$ cat config.mk
export PLATFORM = sky130hd
export DESIGN_NAME = bytecode_instruction_splitter
export DESIGN_NICKNAME = d
export VERILOG_FILES = /design/src/bis_pkg.sv /design/src/bis_parser.sv /design/src/bis_out_reg.sv /design/src/bytecode_instruction_splitter.sv
export SDC_FILE = /design/constraint.sdc
export NUM_CORES = 1
export LEC_CHECK = 0
export BUFFER_PORTS_ARGS = -buffer_cell sky130_fd_sc_hd__buf_4
export CAP_MARGIN = 30
export CORE_UTILIZATION = 25
export CTS_BUF_LIST = sky130_fd_sc_hd__clkbuf_16
export DETAILED_ROUTE_END_ITERATION = 16
export SLEW_MARGIN = 20
export SYNTH_ARGS = -nofsm -noshare
export SYNTH_HDL_FRONTEND = slang
export SYNTH_HIERARCHICAL = 1
export SYNTH_SLANG_ARGS = --single-unit
$ cat constraint.sdc
create_clock -name i_clk -period 4.3 [get_ports i_clk]
set_input_delay 0.43 -clock i_clk [delete_from_list [all_inputs] [get_ports i_clk]]
set_output_delay 0.43 -clock i_clk [all_outputs]
set_load 0.02 [all_outputs]
$ cat src/bis_pkg.sv
// shared types, constants and the opcode table of the bytecode instruction splitter
// no dependencies; used by bis_parser, bis_out_reg and bytecode_instruction_splitter
package bis_pkg;

    localparam int ADDR_BYTES = 8;
    localparam int TABLE_SIZE = 31;

    localparam logic [2:0] FBC_ADDR_LAST = 3'(ADDR_BYTES - 1);
    localparam logic [2:0] FBC_VAL_LAST  = 3'd7;
    localparam logic [7:0] OPCODE_LIMIT  = 8'(TABLE_SIZE);

    localparam logic [1:0] AK_NONE = 2'd0;
    localparam logic [1:0] AK_ADDR = 2'd1;
    localparam logic [1:0] AK_VAL  = 2'd2;

    localparam logic [1:0] ST_OK        = 2'd0;
    localparam logic [1:0] ST_BAD_OP    = 2'd1;
    localparam logic [1:0] ST_BIG_COUNT = 2'd2;

    typedef enum logic [1:0] {
        TK_NONE,
        TK_ADDR,
        TK_VAL,
        TK_VAR
    } t_tab_kind;

    typedef struct packed {
        logic [31:0] instr_offset;
        logic [7:0]  opcode;
        logic [1:0]  arg_kind;
        logic [16:0] arg_index;
        logic [63:0] arg_bits;
        logic        last_of_instr;
        logic [1:0]  status;
    } t_result;

    function automatic t_tab_kind op_kind(input logic [4:0] op);
        t_tab_kind k;
        unique case (op) inside
            5'd0:                                    k = TK_VAR;
            5'd4:                                    k = TK_VAL;
            5'd1, 5'd2, 5'd3, 5'd5, 5'd6, 5'd8, 5'd9,
            5'd25, 5'd26, 5'd27, 5'd29, 5'd30:       k = TK_ADDR;
            default:                                 k = TK_NONE;
        endcase
        return k;
    endfunction

    function automatic logic [1:0] op_count(input logic [4:0] op);
        logic [1:0] c;
        unique case (op) inside
            5'd2, 5'd3:                              c = 2'd2;
            5'd0, 5'd1, 5'd4, 5'd5, 5'd6, 5'd8, 5'd9,
            5'd25, 5'd26, 5'd27, 5'd29, 5'd30:       c = 2'd1;
            default:                                 c = 2'd0;
        endcase
        return c;
    endfunction

endpackage

$ cat src/bis_parser.sv
// parse state and per-byte decode: one byte in, at most one result out
// depends on bis_pkg
module bis_parser (
    input  logic             i_clk,
    input  logic             i_rst_n,
    input  logic             i_fire,
    input  logic [7:0]       i_byte,
    output logic             o_res_vld,
    output bis_pkg::t_result o_res
);

    typedef enum logic [2:0] {
        PH_OPCODE,
        PH_FIXED,
        PH_VADDR,
        PH_VCOUNT,
        PH_VVALS
    } t_phase;

    t_phase      r_phase, n_phase;
    logic [31:0] r_byte_offset, n_byte_offset;
    logic [31:0] r_start, n_start;
    logic [7:0]  r_opcode, n_opcode;
    logic [2:0]  r_fbc, n_fbc;
    logic [63:0] r_asm, n_asm;
    logic [16:0] r_arg_cnt, n_arg_cnt;
    logic [15:0] r_vleft, n_vleft;

    bis_pkg::t_tab_kind cur_kind, new_kind;
    logic [1:0]         cur_count;
    logic               is_val;
    logic               field_done;
    logic [63:0]        word;
    logic [15:0]        vl_dec;
    logic               last;

    always_comb begin
        cur_kind   = bis_pkg::op_kind(r_opcode[4:0]);
        cur_count  = bis_pkg::op_count(r_opcode[4:0]);
        new_kind   = bis_pkg::op_kind(i_byte[4:0]);
        is_val     = (r_phase == PH_VVALS)
                     || (r_phase == PH_FIXED && cur_kind == bis_pkg::TK_VAL);
        field_done = is_val ? (r_fbc == bis_pkg::FBC_VAL_LAST)
                            : (r_fbc == bis_pkg::FBC_ADDR_LAST);
        word       = r_asm | (64'(i_byte) << {r_fbc, 3'b000});
        vl_dec     = (r_vleft != 16'd0) ? r_vleft - 16'd1 : 16'd0;
        last       = 1'b0;

        n_phase       = r_phase;
        n_byte_offset = r_byte_offset + 32'd1;
        n_start       = r_start;
        n_opcode      = r_opcode;
        n_fbc         = r_fbc;
        n_asm         = r_asm;
        n_arg_cnt     = r_arg_cnt;
        n_vleft       = r_vleft;

        o_res_vld           = 1'b0;
        o_res.instr_offset  = r_start;
        o_res.opcode        = r_opcode;
        o_res.arg_kind      = bis_pkg::AK_NONE;
        o_res.arg_index     = r_arg_cnt;
        o_res.arg_bits      = word;
        o_res.last_of_instr = 1'b0;
        o_res.status        = bis_pkg::ST_OK;

        if (r_phase == PH_OPCODE) begin
            n_start   = r_byte_offset;
            n_opcode  = i_byte;
            n_fbc     = 3'd0;
            n_asm     = 64'd0;
            n_arg_cnt = 17'd0;
            n_vleft   = 16'd0;
            o_res.instr_offset  = r_byte_offset;
            o_res.opcode        = i_byte;
            o_res.arg_index     = 17'd0;
            o_res.arg_bits      = 64'd0;
            o_res.last_of_instr = 1'b1;
            if (i_byte >= bis_pkg::OPCODE_LIMIT) begin
                o_res_vld    = 1'b1;
                o_res.status = bis_pkg::ST_BAD_OP;
            end else if (new_kind == bis_pkg::TK_NONE) begin
                o_res_vld = 1'b1;
            end else begin
                n_phase = (new_kind == bis_pkg::TK_VAR) ? PH_VADDR : PH_FIXED;
            end
        end else if (!field_done) begin
            n_asm = word;
            n_fbc = r_fbc + 3'd1;
        end else begin
            n_asm     = 64'd0;
            n_fbc     = 3'd0;
            o_res_vld = 1'b1;
            unique case (r_phase)
                PH_FIXED: begin
                    last = (r_arg_cnt + 17'd1) >= 17'(cur_count);
                    o_res.arg_kind = (cur_kind == bis_pkg::TK_VAL) ? bis_pkg::AK_VAL
                                                                    : bis_pkg::AK_ADDR;
                    o_res.last_of_instr = last;
                    if (last) begin
                        n_phase   = PH_OPCODE;
                        n_arg_cnt = 17'd0;
                    end else begin
                        n_arg_cnt = r_arg_cnt + 17'd1;
                    end
                end
                PH_VADDR: begin
                    o_res.arg_kind = bis_pkg::AK_ADDR;
                    n_arg_cnt      = 17'd1;
                    n_phase        = PH_VCOUNT;
                end
                PH_VCOUNT: begin
                    o_res.arg_kind = bis_pkg::AK_ADDR;
                    if (word[63:16] != 48'd0) begin
                        o_res.last_of_instr = 1'b1;
                        o_res.status        = bis_pkg::ST_BIG_COUNT;
                        n_phase             = PH_OPCODE;
                        n_arg_cnt           = 17'd0;
                    end else if (word[15:0] == 16'd0) begin
                        o_res.last_of_instr = 1'b1;
                        n_phase             = PH_OPCODE;
                        n_arg_cnt           = 17'd0;
                    end else begin
                        n_vleft   = word[15:0];
                        n_arg_cnt = 17'd2;
                        n_phase   = PH_VVALS;
                    end
                end
                PH_VVALS: begin
                    last                = (vl_dec == 16'd0);
                    n_vleft             = vl_dec;
                    o_res.arg_kind      = bis_pkg::AK_VAL;
                    o_res.last_of_instr = last;
                    if (last) begin
                        n_phase   = PH_OPCODE;
                        n_arg_cnt = 17'd0;
                    end else begin
                        n_arg_cnt = r_arg_cnt + 17'd1;
                    end
                end
                default: begin
                    n_phase = PH_OPCODE;
                end
            endcase
        end
    end

    always_ff @(posedge i_clk) begin
        if (!i_rst_n) begin
            r_phase       <= PH_OPCODE;
            r_byte_offset <= 32'd0;
            r_start       <= 32'd0;
            r_opcode      <= 8'd0;
            r_fbc         <= 3'd0;
            r_asm         <= 64'd0;
            r_arg_cnt     <= 17'd0;
            r_vleft       <= 16'd0;
        end else if (i_fire) begin
            r_phase       <= n_phase;
            r_byte_offset <= n_byte_offset;
            r_start       <= n_start;
            r_opcode      <= n_opcode;
            r_fbc         <= n_fbc;
            r_asm         <= n_asm;
            r_arg_cnt     <= n_arg_cnt;
            r_vleft       <= n_vleft;
        end
    end

    // value phase always has at least one value pending
    a_vleft_nonzero: assert property (@(posedge i_clk) disable iff (!i_rst_n)
        r_phase == PH_VVALS |-> r_vleft != 16'd0)
        else $error("value phase with no values left");

    // an instruction end returns the parser to the opcode byte
    a_last_resync: assert property (@(posedge i_clk) disable iff (!i_rst_n)
        i_fire && o_res_vld && o_res.last_of_instr |=> r_phase == PH_OPCODE)
        else $error("parser not resynced after instruction end");

    // an error result always closes the instruction
    a_err_is_last: assert property (@(posedge i_clk) disable iff (!i_rst_n)
        o_res_vld && o_res.status != bis_pkg::ST_OK |-> o_res.last_of_instr)
        else $error("error result without last mark");

    // every consumed byte advances the stream offset by one
    a_offset_step: assert property (@(posedge i_clk) disable iff (!i_rst_n)
        i_fire |=> r_byte_offset == $past(r_byte_offset) + 32'd1)
        else $error("byte offset did not advance");

endmodule

$ cat src/bis_out_reg.sv
// result register: holds one result until the downstream side takes it
// depends on bis_pkg
module bis_out_reg (
    input  logic             i_clk,
    input  logic             i_rst_n,
    input  logic             i_load,
    input  bis_pkg::t_result i_res,
    input  logic             i_ready,
    output logic             o_free,
    output logic             o_valid,
    output bis_pkg::t_result o_res
);

    logic             r_vld;
    bis_pkg::t_result r_res;

    assign o_free  = !r_vld || i_ready;
    assign o_valid = r_vld;
    assign o_res   = r_res;

    always_ff @(posedge i_clk) begin
        if (!i_rst_n) begin
            r_vld <= 1'b0;
        end else if (o_free) begin
            r_vld <= i_load;
        end
    end

    always_ff @(posedge i_clk) begin
        if (o_free && i_load) begin
            r_res <= i_res;
        end
    end

endmodule

$ cat src/bytecode_instruction_splitter.sv
// top level of the bytecode instruction splitter: input register, parser, result register
// depends on bis_pkg, bis_parser and bis_out_reg
//
//   channel   handshake                  payload
//   in        i_in_valid / o_in_ready    i_code_byte
//   out       o_out_valid / i_out_ready  o_instr_offset o_opcode o_arg_kind o_arg_index
//                                        o_arg_bits o_last_of_instr o_status
//
// one byte per cycle unless the output stalls; bytes are parsed from the input register
// a result is loaded into the result register when its last byte is parsed
// reset clears the parse state, offsets and the valid flags of both register stages
// a stalled output holds its result; the parser and input stage then hold too
module bytecode_instruction_splitter (
    input  logic        i_clk,
    input  logic        i_rst_n,
    input  logic        i_in_valid,
    output logic        o_in_ready,
    input  logic [7:0]  i_code_byte,
    output logic        o_out_valid,
    input  logic        i_out_ready,
    output logic [31:0] o_instr_offset,
    output logic [7:0]  o_opcode,
    output logic [1:0]  o_arg_kind,
    output logic [16:0] o_arg_index,
    output logic [63:0] o_arg_bits,
    output logic        o_last_of_instr,
    output logic [1:0]  o_status
);

    logic             r_in_vld;
    logic [7:0]       r_in_byte;
    logic             out_free;
    logic             fire;
    logic             res_vld;
    bis_pkg::t_result res;
    bis_pkg::t_result out_res;

    assign fire       = r_in_vld && out_free;
    assign o_in_ready = !r_in_vld || fire;

    always_ff @(posedge i_clk) begin
        if (!i_rst_n) begin
            r_in_vld <= 1'b0;
        end else if (o_in_ready) begin
            r_in_vld <= i_in_valid;
        end
    end

    always_ff @(posedge i_clk) begin
        if (o_in_ready && i_in_valid) begin
            r_in_byte <= i_code_byte;
        end
    end

    bis_parser u_parser (
        .i_clk     (i_clk),
        .i_rst_n   (i_rst_n),
        .i_fire    (fire),
        .i_byte    (r_in_byte),
        .o_res_vld (res_vld),
        .o_res     (res)
    );

    bis_out_reg u_out_reg (
        .i_clk   (i_clk),
        .i_rst_n (i_rst_n),
        .i_load  (fire && res_vld),
        .i_res   (res),
        .i_ready (i_out_ready),
        .o_free  (out_free),
        .o_valid (o_out_valid),
        .o_res   (out_res)
    );

    assign o_instr_offset  = out_res.instr_offset;
    assign o_opcode        = out_res.opcode;
    assign o_arg_kind      = out_res.arg_kind;
    assign o_arg_index     = out_res.arg_index;
    assign o_arg_bits      = out_res.arg_bits;
    assign o_last_of_instr = out_res.last_of_instr;
    assign o_status        = out_res.status;

endmodule
After elaboration in Yosys (flattened, before gate mapping) --
Index checks and enable logic that the tools add are counted. Widths: inputs -> output; s select.
Word-level totals: register bits 311, word-level logic and storage cells 140, output and inout bits 128
Cells by class: add/subtract/negate cells 4, bitwise operators 2, reductions and logical operators 29, shift operators 1, order comparisons 2, equal/unequal tests 39, muxes and demuxes 45
Operators with widths (number):
- $mux 64 | 2
- $mux 16 | 5
- $mux 17 | 4
- $pmux 17 s4 | 1
- $or 64x64->64 | 1
- $shl 8x6->64 | 1
- $eq 5x5->1 const B | 10
- $reduce_bool 48->1 | 1
- $mux 40 | 1
- $reduce_or 12->1 | 3
- $mux 3 | 11
- $add 32x1->32 const B | 1
- $logic_not 16->1 | 2
- $pmux 16 s2 | 1
- $eq 5x3->1 const B | 6
- $eq 5x2->1 const B | 4
- $eq 5x4->1 const B | 4
- $pmux 2 s3 | 3
- $add 17x1->17 const B | 1
- $ge 17x2->1 | 1
- $reduce_bool 16->1 | 1
- $sub 16x1->16 const B | 1
- $mux 2 | 7
- $pmux 3 s4 | 1
- 28 further kinds | 49

Depth between registers and ports, before layout --
Gate-level depths: netlist of the first run.
word-level depth 9, gate-level depth with buffers 15

Hierarchy --
Netlist of the first run, hierarchy kept.
Modules (own cells, without submodules):
- bis_parser | area each 9357.7 um^2, cells each 1324, instances 1
- bis_out_reg | area each 3841.2 um^2, cells each 131, instances 1
- bytecode_instruction_splitter | area each 312.8 um^2, cells each 15, instances 1

Least setup slack after synthesis of the first run --
OpenSTA, ideal clock, no wires.
kind register to register, start point register u_parser.r_opcode[2], end point register u_parser.r_arg_cnt[10], setup slack 1.201 ns, stages on the path, launching flop included 12, arrival time 3.005 ns, library setup time 0.093 ns, path buffers 1, path through dfxtp_1 > or4b_2 > ha_1 > a21oi_1 > o221ai_1 > or4_4 > nor4b_4 > nand2_2 > nand2_4 > nand3_4 > buf_6 > o311ai_2
On the way: word-level cells in the longest chain between the ends 8, elaborated cells between the ends (all ways) 22, those cells by class order compare: 1; eq/ne: 13; mux: 5; reduce/logical: 3
Ends and longest elaborated chain:
- start: declaration | line bis_parser.sv:23 | logic [7:0] r_opcode, n_opcode;
- start signal: assignment | line bis_parser.sv:162 | r_opcode <= n_opcode;
- $eq 5x4->1, or another cell as far along | line bis_parser.sv:38, bis_parser.sv:39
- $reduce_or 12->1 / $reduce_or 2->1 (equally long branches) | line bis_pkg.sv:51 | unique case (op) inside
- $pmux 2 s2 * | line bis_pkg.sv:51
- $ge 17x2->1 * | line bis_parser.sv:96 | last = (r_arg_cnt + 17'd1) >= 17'(cur_count);
- $mux 17 * | line bis_parser.sv:100 | if (last) begin
- $pmux 17 s4 * | line bis_parser.sv:94 | unique case (r_phase)
- $mux 17 * | line bis_parser.sv:87 | end else if (!field_done) begin
- $mux 17 * | line bis_parser.sv:67 | if (r_phase == PH_OPCODE) begin
- end signal: assignment | line bis_parser.sv:165 | r_arg_cnt <= n_arg_cnt;
- end: declaration | line bis_parser.sv:26 | logic [16:0] r_arg_cnt, n_arg_cnt;
Every way passes the cells marked *; elsewhere a longest branch is shown, timed or not. The select of a mux whose other input is x is not followed. A chain may end at the register's enable or synchronous reset.

Final worst setup path of the first run --
start point register u_parser.r_opcode[2], end point register u_parser.r_arg_cnt[6]
Same word-level chain as after synthesis.

==> results of run 1 <==
==> cell families after synthesis <==
| logic type | synth area share |
|---|---|
| muxes | 0.00528 |
| buffers and inverters | 0.0350 |
| adders and majority gates | 0.00741 |
| DFF | 0.560 |
| and+or+nand+nor | 0.229 |
| AOI/OAI and AO/OA | 0.136 |
| xor gates and xnor gates | 0.0266 |
==> through the flow <==
stage | cell area (um^2) | hold slack (ns) | setup slack, ns | power, mW | util
after floorplan | 13500 | 0.437 | 1.20 | 3.53 | -
after global placement | 15300 | 0.443 | 0.829 | 3.73 | 0.288
after detailed placement | 15300 | 0.447 | 0.700 | 3.74 | 0.289
after CTS | 16300 | 0.0483 | 0.690 | 6.59 | 0.309
after global routing | 16400 | 0.0610 | 0.455 | 6.75 | 0.309
final | 16400 | 0.0773 | 0.711 | 6.49 | 0.309
==> power by group through the flow <==
stage          combinational [mW]  sequential [mW]  clock, mW
6_report                    0.483             3.20       2.81
5_1_grt                     0.521             3.20       3.02
4_1_cts                     0.480             3.20       2.91
3_5_place_dp                0.479             3.26          0
3_3_place_gp                0.474             3.26          0
2_1_floorplan               0.226             3.31          0
==> cell type report <==
| class | count | area share |
|---|---|---|
| Timing Repair Buffer | 175 | 0.0831 |
| Multi-Input combinational cell | 1039 | 0.335 |
| Clock buffer | 36 | 0.0550 |
| Inverter | 13 | 0.00298 |
| Clock inverter | 26 | 0.00970 |
| Sequential cell | 311 | 0.462 |
| Tap cell | 688 | 0.0525 |
==> cells in the final DEF (no fill, tap or decap), drive strengths merged, types with 11 or more instances in the layout <==
| cell type | count |
|---|---|
| a21oi | 157 |
| a31oi | 41 |
| and3 | 19 |
| buf | 175 |
| clkbuf | 36 |
| clkinv | 11 |
| dfxtp | 177 |
| edfxtp | 134 |
| inv | 25 |
| nand2 | 263 |
| nand2b | 12 |
| nand3 | 51 |
| nand4 | 24 |
| nor2 | 199 |
| nor2b | 28 |
| nor3 | 13 |
| nor4 | 22 |
| o21ai | 59 |
| o311ai | 12 |
| xnor2 | 16 |
| xor2 | 25 |
==> worst max path at each step <==
| stage | to | slack [ns] | startpoint | depth (start not counted) |
|---|---|---|---|---|
| after floorplan | u_parser/r_arg_cnt[10]$_SDFFE_PN0P_ | 1.20 | u_parser/r_opcode[2]$_SDFFE_PN0P_ | 11 |
| after global placement | u_parser/r_arg_cnt[4]$_SDFFE_PN0P_ | 0.83 | u_parser/r_opcode[2]$_SDFFE_PN0P_ | 10 |
| after detailed placement | u_parser/r_arg_cnt[6]$_SDFFE_PN0P_ | 0.70 | u_parser/r_opcode[2]$_SDFFE_PN0P_ | 10 |
| after CTS | u_parser/r_arg_cnt[6]$_SDFFE_PN0P_ | 0.69 | u_parser/r_opcode[2]$_SDFFE_PN0P_ | 10 |
| after global routing | u_parser/r_arg_cnt[6]$_SDFFE_PN0P_ | 0.45 | u_parser/r_opcode[2]$_SDFFE_PN0P_ | 10 |
| final | u_parser/r_arg_cnt[6]$_SDFFE_PN0P_ | 0.71 | u_parser/r_opcode[2]$_SDFFE_PN0P_ | 10 |
==> layer usage <==
metal,GRT usage,up-vias,share of wire
met2,0.218,390,0.46
met3,0.0354,60,0.076
met5,0,-,0
met1,0.185,5343,0.44
li1,-,5376,-
met4,0.0409,0,0.022
==> registers in the layout (all words and copies together), names as in the netlist <==
signal and cells:
r_in_byte 8, r_in_vld 1, u_out_reg/o_res 126, u_out_reg/o_valid 1
u_parser/r_arg_cnt 17, u_parser/r_asm 64, u_parser/r_byte_offset 32, u_parser/r_fbc 3
u_parser/r_opcode 8, u_parser/r_phase 3, u_parser/r_start 32, u_parser/r_vleft 16
==> reports/results.ini, run 1 <==
[power]
combinationalPowerShare = 0.074
p_seq_frac = 0.492
switchingPower_mw = 1.60
vdd_drop_max_mv = 0.237
internal_power_mw = 4.89
power_density_mw_per_mm2 = 396
switching_share = 0.247
pwr-share-clk = 0.433
p_leak_nw = 5.90

[hold_path]
hold_path_end = r_in_byte[6]$_DFFE_PP_
hp-start = i_code_byte[6]
whs_path_depth = 1
hp-class = primary input to register

[layout]
multi_input_area_mm2 = 0.00549
antenna_cells = 0
final_nets = 1595
final_cell_count_no_fill = 2288
drive_gt1_frac = 0.164
area_growth_pct = 21.3
ff_latch_area_mm2 = 0.00757
n_fill_cell = 5537

[routing]
vias = 11200
routedWlPerCell_um = 17.1
ant_nets = 0
vias_per_cell = 4.88
drt_pass1_iterations = 5
wl_mm = 39.1
drc = 0
drt_iter0_drc = 905

[sta]
slew_violations = 0
min_period_ns = 3.59
hold_viol = 0
timing.slew.headroom = 0.408
setup_tns_ns = 0
fin_skew_ns = 0.0167
rsz0062_at_grt = false
tightest_slew_ns = 0.888
max_freq_mhz = 279
period_share = 0.835
setup_viol = 0

[die]
die_w_um = 234
fp-row-count = 84
start_util = 0.255
die_h_um = 234
ios = 140
core_mm2 = 0.0530
dieArea_mm2 = 0.0550

[critical_path]
critPathSlowestCell = or4b_2
path_buf_inv = 0
arrival_ns = 4.02
rrSetupSlack_ns = 0.71
crit_fanout = 15
crit_chain = or4b_2 > ha_1 > a21oi_1 > o221ai_1 > or4_4 > nor4b_4 > nand2_2 > nand2_4 > nand3_4 > o311ai_1
worstSetupEndpointType = register
crit_family = simple AND/OR/NAND/NOR gates
r2r_cells = 10
r2r_end = u_parser/r_arg_cnt[6]$_SDFFE_PN0P_
crit_type = register to register
timing.critical_path.from_type = register
worstPathRequired_ns = 4.73
max_stage_delay_ns = 0.70
r2r-start = u_parser/r_opcode[2]$_SDFFE_PN0P_

[logic_synthesis]
avgSynthCellArea_um2 = 9.19
synth_common_cells = 261 x nand2_1, 199 x nor2_1, 177 x dfxtp_1, 157 x a21oi_1, 134 x edfxtp_1
synth.distinct_cells = 70
synth_ff_type = dfxtp_1
syn-cell-area_mm2 = 0.0135
synth_top_cell_area_share = 0.298
yosys_warnings = 6
synth_area_leaders = edfxtp_1 30%, dfxtp_1 26%, nand2_1 7.3%
ys_seq_area_frac = 0.560
synth_nets = 1490
ys_async_sr_fraction = 0
synth_top_area_cell = edfxtp_1
synth.most_common_cell = nand2_1
synth_enable_flop_cells = 134
synthCells = 1470
ys_seq_elements = 311

[run_status]
status = completed

[clocking]
clockBufferDepth = 3
cts_sinks = 311
post_cts.repair.setup_buffers = 0
clk_latency_ns = 0.53
cts.repair.resized = 0
cts_root_buf = clkbuf_16
cts_max_level = 2
ctsHoldBuffers = 0
tritoncts = done
path_clk_slew_ns = 0.06
cts_buffers = 35

[global_route]
antenna_found_initial = 0
grt_first_pass_wirelength_mm = 59.6
grt-ovfl-total = 0
grt_max_degree = 79
grt.total_usage = 0.138
grt_pass1_vias = 10300

[placement]
io_buffers = 139
place_hpwl_mm = 26.1
dp_cells = 2223
gp_congestion = 0.899

[run]
maxCapViolCount = 0

Note: power is estimated with default switching activity, not from simulation.
==> run 2: changes to the inputs <==
- ABC_AREA: default -> 1
- clock period: 4.3 -> 3.65 ns (I/O delays scaled with it)
==> run 2 against run 1 <==
  * Critical path depth increased by 3
  * Combinational power rose by 50%
  * Die area rose by 6.5%
  * Cell area rose by 6.4%
  * Sequential share of layout area decreased by 2.8 points
  * Core utilization fell by 0.13 points
  * Highest routed layer is now met5
  * Synthesized area rose by 6.6%
==> reports/results.ini, run 2 <==
[run_status]
status = completed

[clocking]
tritoncts = done
cts_max_level = 2  ; unchanged
clockBufferDepth = 3  ; unchanged
cts_root_buf = clkbuf_16
cts_buffers = 37  ; +5.7%
clk_latency_ns = 0.56  ; +0.03 ns
cts_sinks = 311  ; unchanged
path_clk_slew_ns = 0.06  ; about the same

[layout]
ff_latch_area_mm2 = 0.00757  ; about the same
multi_input_area_mm2 = 0.00556  ; +1.2%
postLayoutCellArea_mm2 = 0.0174  ; +6.4%
antenna_cells = 0  ; unchanged
utilization = 0.308  ; -0.00129
mostFrequentLayoutCell = nor2_1
area_growth_pct = 21.1
final_cell_count_no_fill = 2690  ; +18%
final_nets = 1925  ; +21%
n_fill_cell = 6038  ; +9.0%
most-common-layout-cells = 299 x nor2_1, 292 x nand2_1, 215 x inv_1, 179 x a21oi_1, 176 x dfxtp_1
largest_register_ffs = 126  ; unchanged
drive_gt1_frac = 0.142  ; -0.0221

[global_route]
grt-ovfl-total = 0  ; unchanged
grt_pass1_vias = 11600  ; +13%
antenna_found_initial = 1  ; +1
grt_first_pass_wirelength_mm = 64.4  ; +8.0%
grt_max_degree = 92  ; +16%
grt.total_usage = 0.138  ; -0.000454

[placement]
place_hpwl_mm = 29.2  ; +12%
gp_congestion = 0.849  ; -5.5%
placed_cell_area_mm2 = 0.0161  ; +5.4%
io_buffers = 139  ; unchanged
dp_cells = 2613  ; +18%

[power]
p_leak_nw = 6.53  ; +11%
power_density_mw_per_mm2 = 474  ; +19%
total_power_mw = 8.26  ; +27%
vdd_drop_max_mv = 0.274  ; +15%

[die]
die_w_um = 242  ; +3.2%
ios = 140  ; unchanged
fp-row-count = 87  ; +3.6%
dieArea_mm2 = 0.0586  ; +6.5%
start_util = 0.254  ; -0.000702
die_h_um = 242  ; +3.2%
core_mm2 = 0.0566  ; +6.9%

[sta]
min_period_ns = 3.11  ; -0.483 ns
period_share = 0.851  ; +0.0164
tightest_slew_ns = 0.829  ; -0.0589 ns
fin_skew_ns = 0.0276  ; +0.0109 ns
rsz0062_at_grt = false
hold_viol = 0  ; unchanged
setup_viol = 0  ; unchanged
timing.slew.headroom = 0.448  ; +0.0392
slew_violations = 0  ; unchanged
max_freq_mhz = 322  ; +16%

[logic_synthesis]
yosys_warnings = 6  ; unchanged
synth_xor_area_frac = 0.0103  ; -0.0162
synth.distinct_cells = 44  ; -37%
synthCells = 1791  ; +22%
synth_enable_flop_cells = 134  ; unchanged
synth_top_cell_area_share = 0.279  ; -0.0183
synth_top_area_cell = edfxtp_1
ys_async_sr_fraction = 0  ; unchanged
syn-cell-area_mm2 = 0.0144  ; +6.6%
ys_seq_area_frac = 0.526  ; -0.0345
synth_simple_gate_area_frac = 0.255  ; +0.0262
ys_seq_elements = 311  ; unchanged
avgSynthCellArea_um2 = 8.04  ; -13%
synth_mux_area_frac = 0  ; -0.00528
synth_common_cells = 299 x nor2_1, 293 x nand2_1, 214 x inv_1, 180 x a21oi_1, 177 x dfxtp_1
synth_ff_type = dfxtp_1
synth_top_family_by_area = simple AND/OR/NAND/NOR gates
synth.most_common_cell = nor2_1
synthAdderAreaFrac = 0.00695  ; -0.000456
synth_nets = 1811  ; +22%
synth_area_leaders = edfxtp_1 28%, dfxtp_1 25%, nor2_1 7.8%
synth_compound_gate_area_share = 0.112  ; -0.0247

[routing]
wl_mm = 41.2  ; +5.4%
drc = 0  ; unchanged
ant_nets = 0  ; unchanged
drt_iter0_drc = 884  ; -2.3%
routedWlPerCell_um = 15.3  ; -10%
drt_pass1_iterations = 5  ; unchanged
vias = 12300  ; +10%
vias_per_cell = 4.58  ; -6.2%

[critical_path]
arrival_ns = 3.52  ; -0.50 ns
worstSetupEndpointType = register
crit_chain = inv_2 > nand3_1 > nor2_1 > nor2_1 > nand4_1 > nor2_1 > nand2_1 > nor2_4 > nand3_2 > nand2_4 > nand2_4 > nand2_1 > a21oi_1
critPathSlowestCell = dfxtp_1
cp_common_cell = nor2_1
r2r_cells = 13  ; +3
crit_fanout = 29  ; +14
max_stage_delay_ns = 0.75  ; +0.05 ns
crit_type = register to register
worstPathRequired_ns = 4.06  ; -0.67 ns
timing.critical_path.from_type = register

[run]
maxCapViolCount = 0  ; unchanged

[hold_path]
whs_path_depth = 3  ; +2
hp-class = primary input to register

## run 2: changes by cell type after synthesis, sizes merged, moves of 18 or more
cell | previous run | this run
a31oi | 41 | 1
nand4 | 24 | 58
inv | 12 | 224
nor2 | 199 | 309
and3 | 19 | 1
a21oi | 157 | 183
nor2b | 28 | 0
nand2 | 263 | 298
o21ai | 59 | 109
nand3 | 51 | 111
clkbuf | 85 | 59
## run 2: timing repair
action,in CTS,in global routing
gates resized for setup,0,0
hold buffers,8,0
hold endpoints to repair,8,0
setup buffers,0,0
setup endpoints to repair,0,0
## run 2: layout make-up
class                      count  share of cell area
clock inverter                29              0.0146
inverter                     227              0.0489
tap                          756              0.0542
sequential                   311               0.434
multi-input combinational   1163               0.319
timing repair buffer         165              0.0736
clock buffer                  39              0.0560
## run 2: critical path, delay by kind of cell (launching register included)
family	cells	cell delay, ns
buffers and inverters	1	0.48
AOI/OAI and AO/OA	1	0.06
DFF	1	0.75
and+or+nand+nor	11	1.68
## run 2: final timing paths
path / slack (ns) / to / startpoint
setup / recovery: 0.54 / u_parser/r_vleft[0]$_SDFFE_PN0P_ / u_parser/r_fbc[0]$_SDFFE_PN0P_
hold / removal: 0.09 / r_in_vld$_SDFFE_PN0P_ / i_in_valid
setup reg to reg: 0.54 / u_parser/r_vleft[0]$_SDFFE_PN0P_ / u_parser/r_fbc[0]$_SDFFE_PN0P_
hold reg to reg: 0.44 / u_parser/r_start[15]$_SDFFE_PN0P_ / u_parser/r_start[15]$_SDFFE_PN0P_
## run 2: kinds of logic (layout without fill, tap and decap cells)
| kind of cell | after synthesis | count (layout) |
|---|---|---|
| compound gates | 311 | 311 |
| xor+xnor | 17 | 17 |
| fa+ha+maj | 8 | 8 |
| buf+inv | 317 | 460 |
| flops | 311 | 311 |
| simple gates | 827 | 827 |
## run 2: through the flow
| step | hold WS (ns) | setup slack, ns | setup TNS, ns |
|---|---|---|---|
| global route | 0.0716 | 0.303 | 0 |
| global placement | 0.434 | 0.685 | 0 |
| CTS | 0.0560 | 0.610 | 0 |
| floorplan | 0.425 | -0.249 | -31.39 |
| detailed placement | 0.437 | 0.621 | 0 |
| finish | 0.0860 | 0.544 | 0 |
## run 2: where the power goes
| part | internal, mW | switching (mW) |
|---|---|---|
| registers | 3.75 | 0.0739 |
| clock network | 2.17 | 1.54 |
| logic | 0.211 | 0.512 |
## run 2: routing by layer
layer / wire length, um / global-route usage / up-vias
met4: 1160 / 0.0499 / 2
met2: 18000 / 0.210 / 361
met3: 3000 / 0.0363 / 77
met5: 13 / 0 / -
met1: 19100 / 0.186 / 5768
li1: - / - / 6110
==> run 3: changes to the inputs <==
- ABC_AREA: 1 -> default
- GPL_TIMING_DRIVEN: default -> 0
- TNS_END_PERCENT: default -> 30
==> run 3 against run 2 <==
  * Via count fell by 6.8%
  * Register-to-register slack worse by 0.42 ns
  * Sequential share of layout area is 1.9 points higher
  * Largest cell class unchanged
  * Fmax fell by 12%
  * Highest routed layer is now met4
  * Clock skew is 0.0061 ns higher
  * First-iteration DRC count grew 32%
==> reports/results.ini, run 3 (synthesized netlist as in run 1, its figures left out) <==
[run_status]
status = completed

[clocking]
tritoncts = done
clockBufferDepth = 3  ; unchanged
path_clk_slew_ns = 0.06  ; about the same
cts_max_level = 2  ; unchanged
cts_buffers = 36  ; -2.7%
cts_root_buf = clkbuf_16
cts_sinks = 311  ; unchanged
clk_latency_ns = 0.56  ; about the same

[sta]
holdWs_ns = 0.0700  ; -0.0160 ns
setup_tns_ns = 0  ; unchanged
period_share = 0.966  ; +0.115
max_freq_mhz = 284  ; -12%
tightest_slew_ns = 0.956  ; +0.127 ns
rsz0062_at_grt = false
fin_skew_ns = 0.0338  ; +0.00613 ns
slew_violations = 0  ; unchanged
setup_viol = 0  ; unchanged
timing.slew.headroom = 0.358  ; -0.0898
fin_ws_ns = 0.124  ; -0.420 ns
min_period_ns = 3.53  ; +0.420 ns
hold_viol = 0  ; unchanged

[critical_path]
max_stage_delay_ns = 0.74  ; about the same
crit_type = register to register
crit_family = simple AND/OR/NAND/NOR gates
crit_chain = or4b_2 > ha_1 > a21oi_2 > o221ai_1 > or4_4 > nor4b_4 > nand2_2 > nand2_4 > nand3_4 > buf_6 > o311ai_2
rrSetupSlack_ns = 0.12  ; -0.42 ns
path_buf_inv = 1  ; unchanged
critPathSlowestCell = or4b_2
timing.critical_path.from_type = register
r2r_end = u_parser/r_arg_cnt[8]$_SDFFE_PN0P_
r2r_cells = 11  ; -2
worstSetupEndpointType = register
arrival_ns = 3.98  ; +0.46 ns
crit_fanout = 10  ; -66%
worstPathRequired_ns = 4.10  ; +0.04 ns
r2r-start = u_parser/r_opcode[2]$_SDFFE_PN0P_

[layout]
area_growth_pct = 23.6
utilization = 0.315  ; +0.00731
postLayoutCellArea_mm2 = 0.0167  ; -4.2%
final_nets = 1681  ; -13%
mostFrequentLayoutCell = nand2_1
antenna_cells = 0  ; unchanged
drive_gt1_frac = 0.142  ; about the same
final_cell_count_no_fill = 2376  ; -12%
most-common-layout-cells = 261 x nand2_1, 199 x nor2_1, 176 x dfxtp_1, 156 x a21oi_1, 144 x buf_4
largest_register_ffs = 126  ; unchanged

[hold_path]
hp-class = primary input to register
hold_path_end = r_in_vld$_SDFFE_PN0P_
whs_path_depth = 3  ; unchanged
hp-start = i_in_valid

[die]
die_h_um = 234  ; -3.1%
start_util = 0.255  ; +0.000702
fp-row-count = 84  ; -3.4%
die_w_um = 234  ; -3.1%
dieArea_mm2 = 0.0550  ; -6.1%
ios = 140  ; unchanged
core_mm2 = 0.0530  ; -6.4%

[run]
maxCapViolCount = 0  ; unchanged

[placement]
place_hpwl_mm = 29.7  ; +1.8%
io_buffers = 139  ; unchanged
placed_cell_area_mm2 = 0.0155  ; -4.0%
dp_cells = 2300  ; -12%
dp_slack_ns = -0.0163  ; -0.637 ns
gp_congestion = 0.916  ; +7.8%

[power]
p_leak_nw = 5.96  ; -8.8%
power_density_mw_per_mm2 = 469  ; -1.0%
total_power_mw = 7.83  ; -5.2%
vdd_drop_max_mv = 0.298  ; +9.1%

[routing]
routedWlPerCell_um = 17.7  ; +15%
drt_pass1_iterations = 7  ; +2
drt_iter0_drc = 1164  ; +32%
vias_per_cell = 4.83  ; +5.5%
drc = 0  ; unchanged
wl_mm = 42.0  ; +1.7%
ant_nets = 0  ; unchanged
vias = 11500  ; -6.8%

[global_route]
grt_use_met3 = 0.0378  ; +0.00146
grt.total_usage = 0.151  ; +0.0128
antenna_found_initial = 1  ; unchanged
use_met1 = 0.196  ; +0.00937
grt-ovfl-total = 0  ; unchanged
use_met2 = 0.243  ; +0.0325
grt.busiest_layer = met2
grt_pass1_vias = 11000  ; -5.3%
grt_max_degree = 53  ; -42%
grt_first_pass_wirelength_mm = 63.9  ; -0.74%

[run 3: cell count changes in the layout (fill, tap and decap cells not counted), sizes merged, moves of 28 or more]
cell    change
nor2b      +28
nand4      -34
nand3      -60
a31oi      +40
nor2      -110
inv       -210
nand2      -35
clkbuf     +84
o21ai      -50
[run 3: repair_timing]
| item | 4_1_cts | 5_1_grt |
|---|---|---|
| hold endpoints to repair | 8 | 0 |
| setup endpoints to repair | 1 | 18 |
| pin swaps | 1 | 1 |
| hold buffers | 8 | 0 |
| gates resized for setup | 0 | 5 |
| buffers inserted | 1 | 2 |
[run 3: power breakdown]
| group | internal, mW | leakage (nW) | total, mW | switching [mW] |
|---|---|---|---|---|
| Clock | 1.96 | 0.570 | 3.47 | 1.51 |
| Combinational | 0.185 | 2.67 | 0.604 | 0.418 |
| Sequential | 3.71 | 2.72 | 3.76 | 0.0464 |
| Total | 5.86 | 5.96 | 7.83 | 1.97 |
[run 3: cell type report]
type                            count  area, um^2
Clock inverter                     27         166
Multi-Input combinational cell   1039        5480
Buffer                            106         424
Tap cell                          688         861
Clock buffer                       38         951
Sequential cell                   311        7570
Inverter                           13        48.8
Fill cell                        5531       36300
Timing Repair Buffer              154        1210
[run 3: how the worst max path moves through the flow]
| stage | from | to | slack (ns) | cells past startpoint |
|---|---|---|---|---|
| 6_report | u_parser/r_opcode[2]$_SDFFE_PN0P_ | u_parser/r_arg_cnt[8]$_SDFFE_PN0P_ | 0.12 | 11 |
| 3_3_place_gp | u_parser/r_phase[1]$_SDFFE_PN0P_ | u_out_reg/o_res[36]$_DFFE_PP_ | -0.19 | 7 |
| 4_1_cts | u_parser/r_opcode[2]$_SDFFE_PN0P_ | u_parser/r_arg_cnt[8]$_SDFFE_PN0P_ | 0.06 | 11 |
| 2_1_floorplan | u_parser/r_opcode[2]$_SDFFE_PN0P_ | u_parser/r_arg_cnt[10]$_SDFFE_PN0P_ | 0.55 | 11 |
| 3_5_place_dp | u_parser/r_opcode[2]$_SDFFE_PN0P_ | u_parser/r_arg_cnt[8]$_SDFFE_PN0P_ | -0.02 | 11 |
| 5_1_grt | u_parser/r_opcode[2]$_SDFFE_PN0P_ | u_parser/r_arg_cnt[8]$_SDFFE_PN0P_ | 0.007 | 11 |
[run 3: worst min-delay path: stages]
cell and delay (ns):
buf_4 0.08, inv_1 0.04, a21boi_2 0.10
[run 3: routing by layer]
metal | routed length, um | up-vias | share of wire
met4 | 1200 | 0 | 0.029
met3 | 3140 | 79 | 0.075
met1 | 18100 | 5436 | 0.43
li1 | - | 5546 | -
met2 | 19500 | 414 | 0.46
met5 | 0 | - | 0
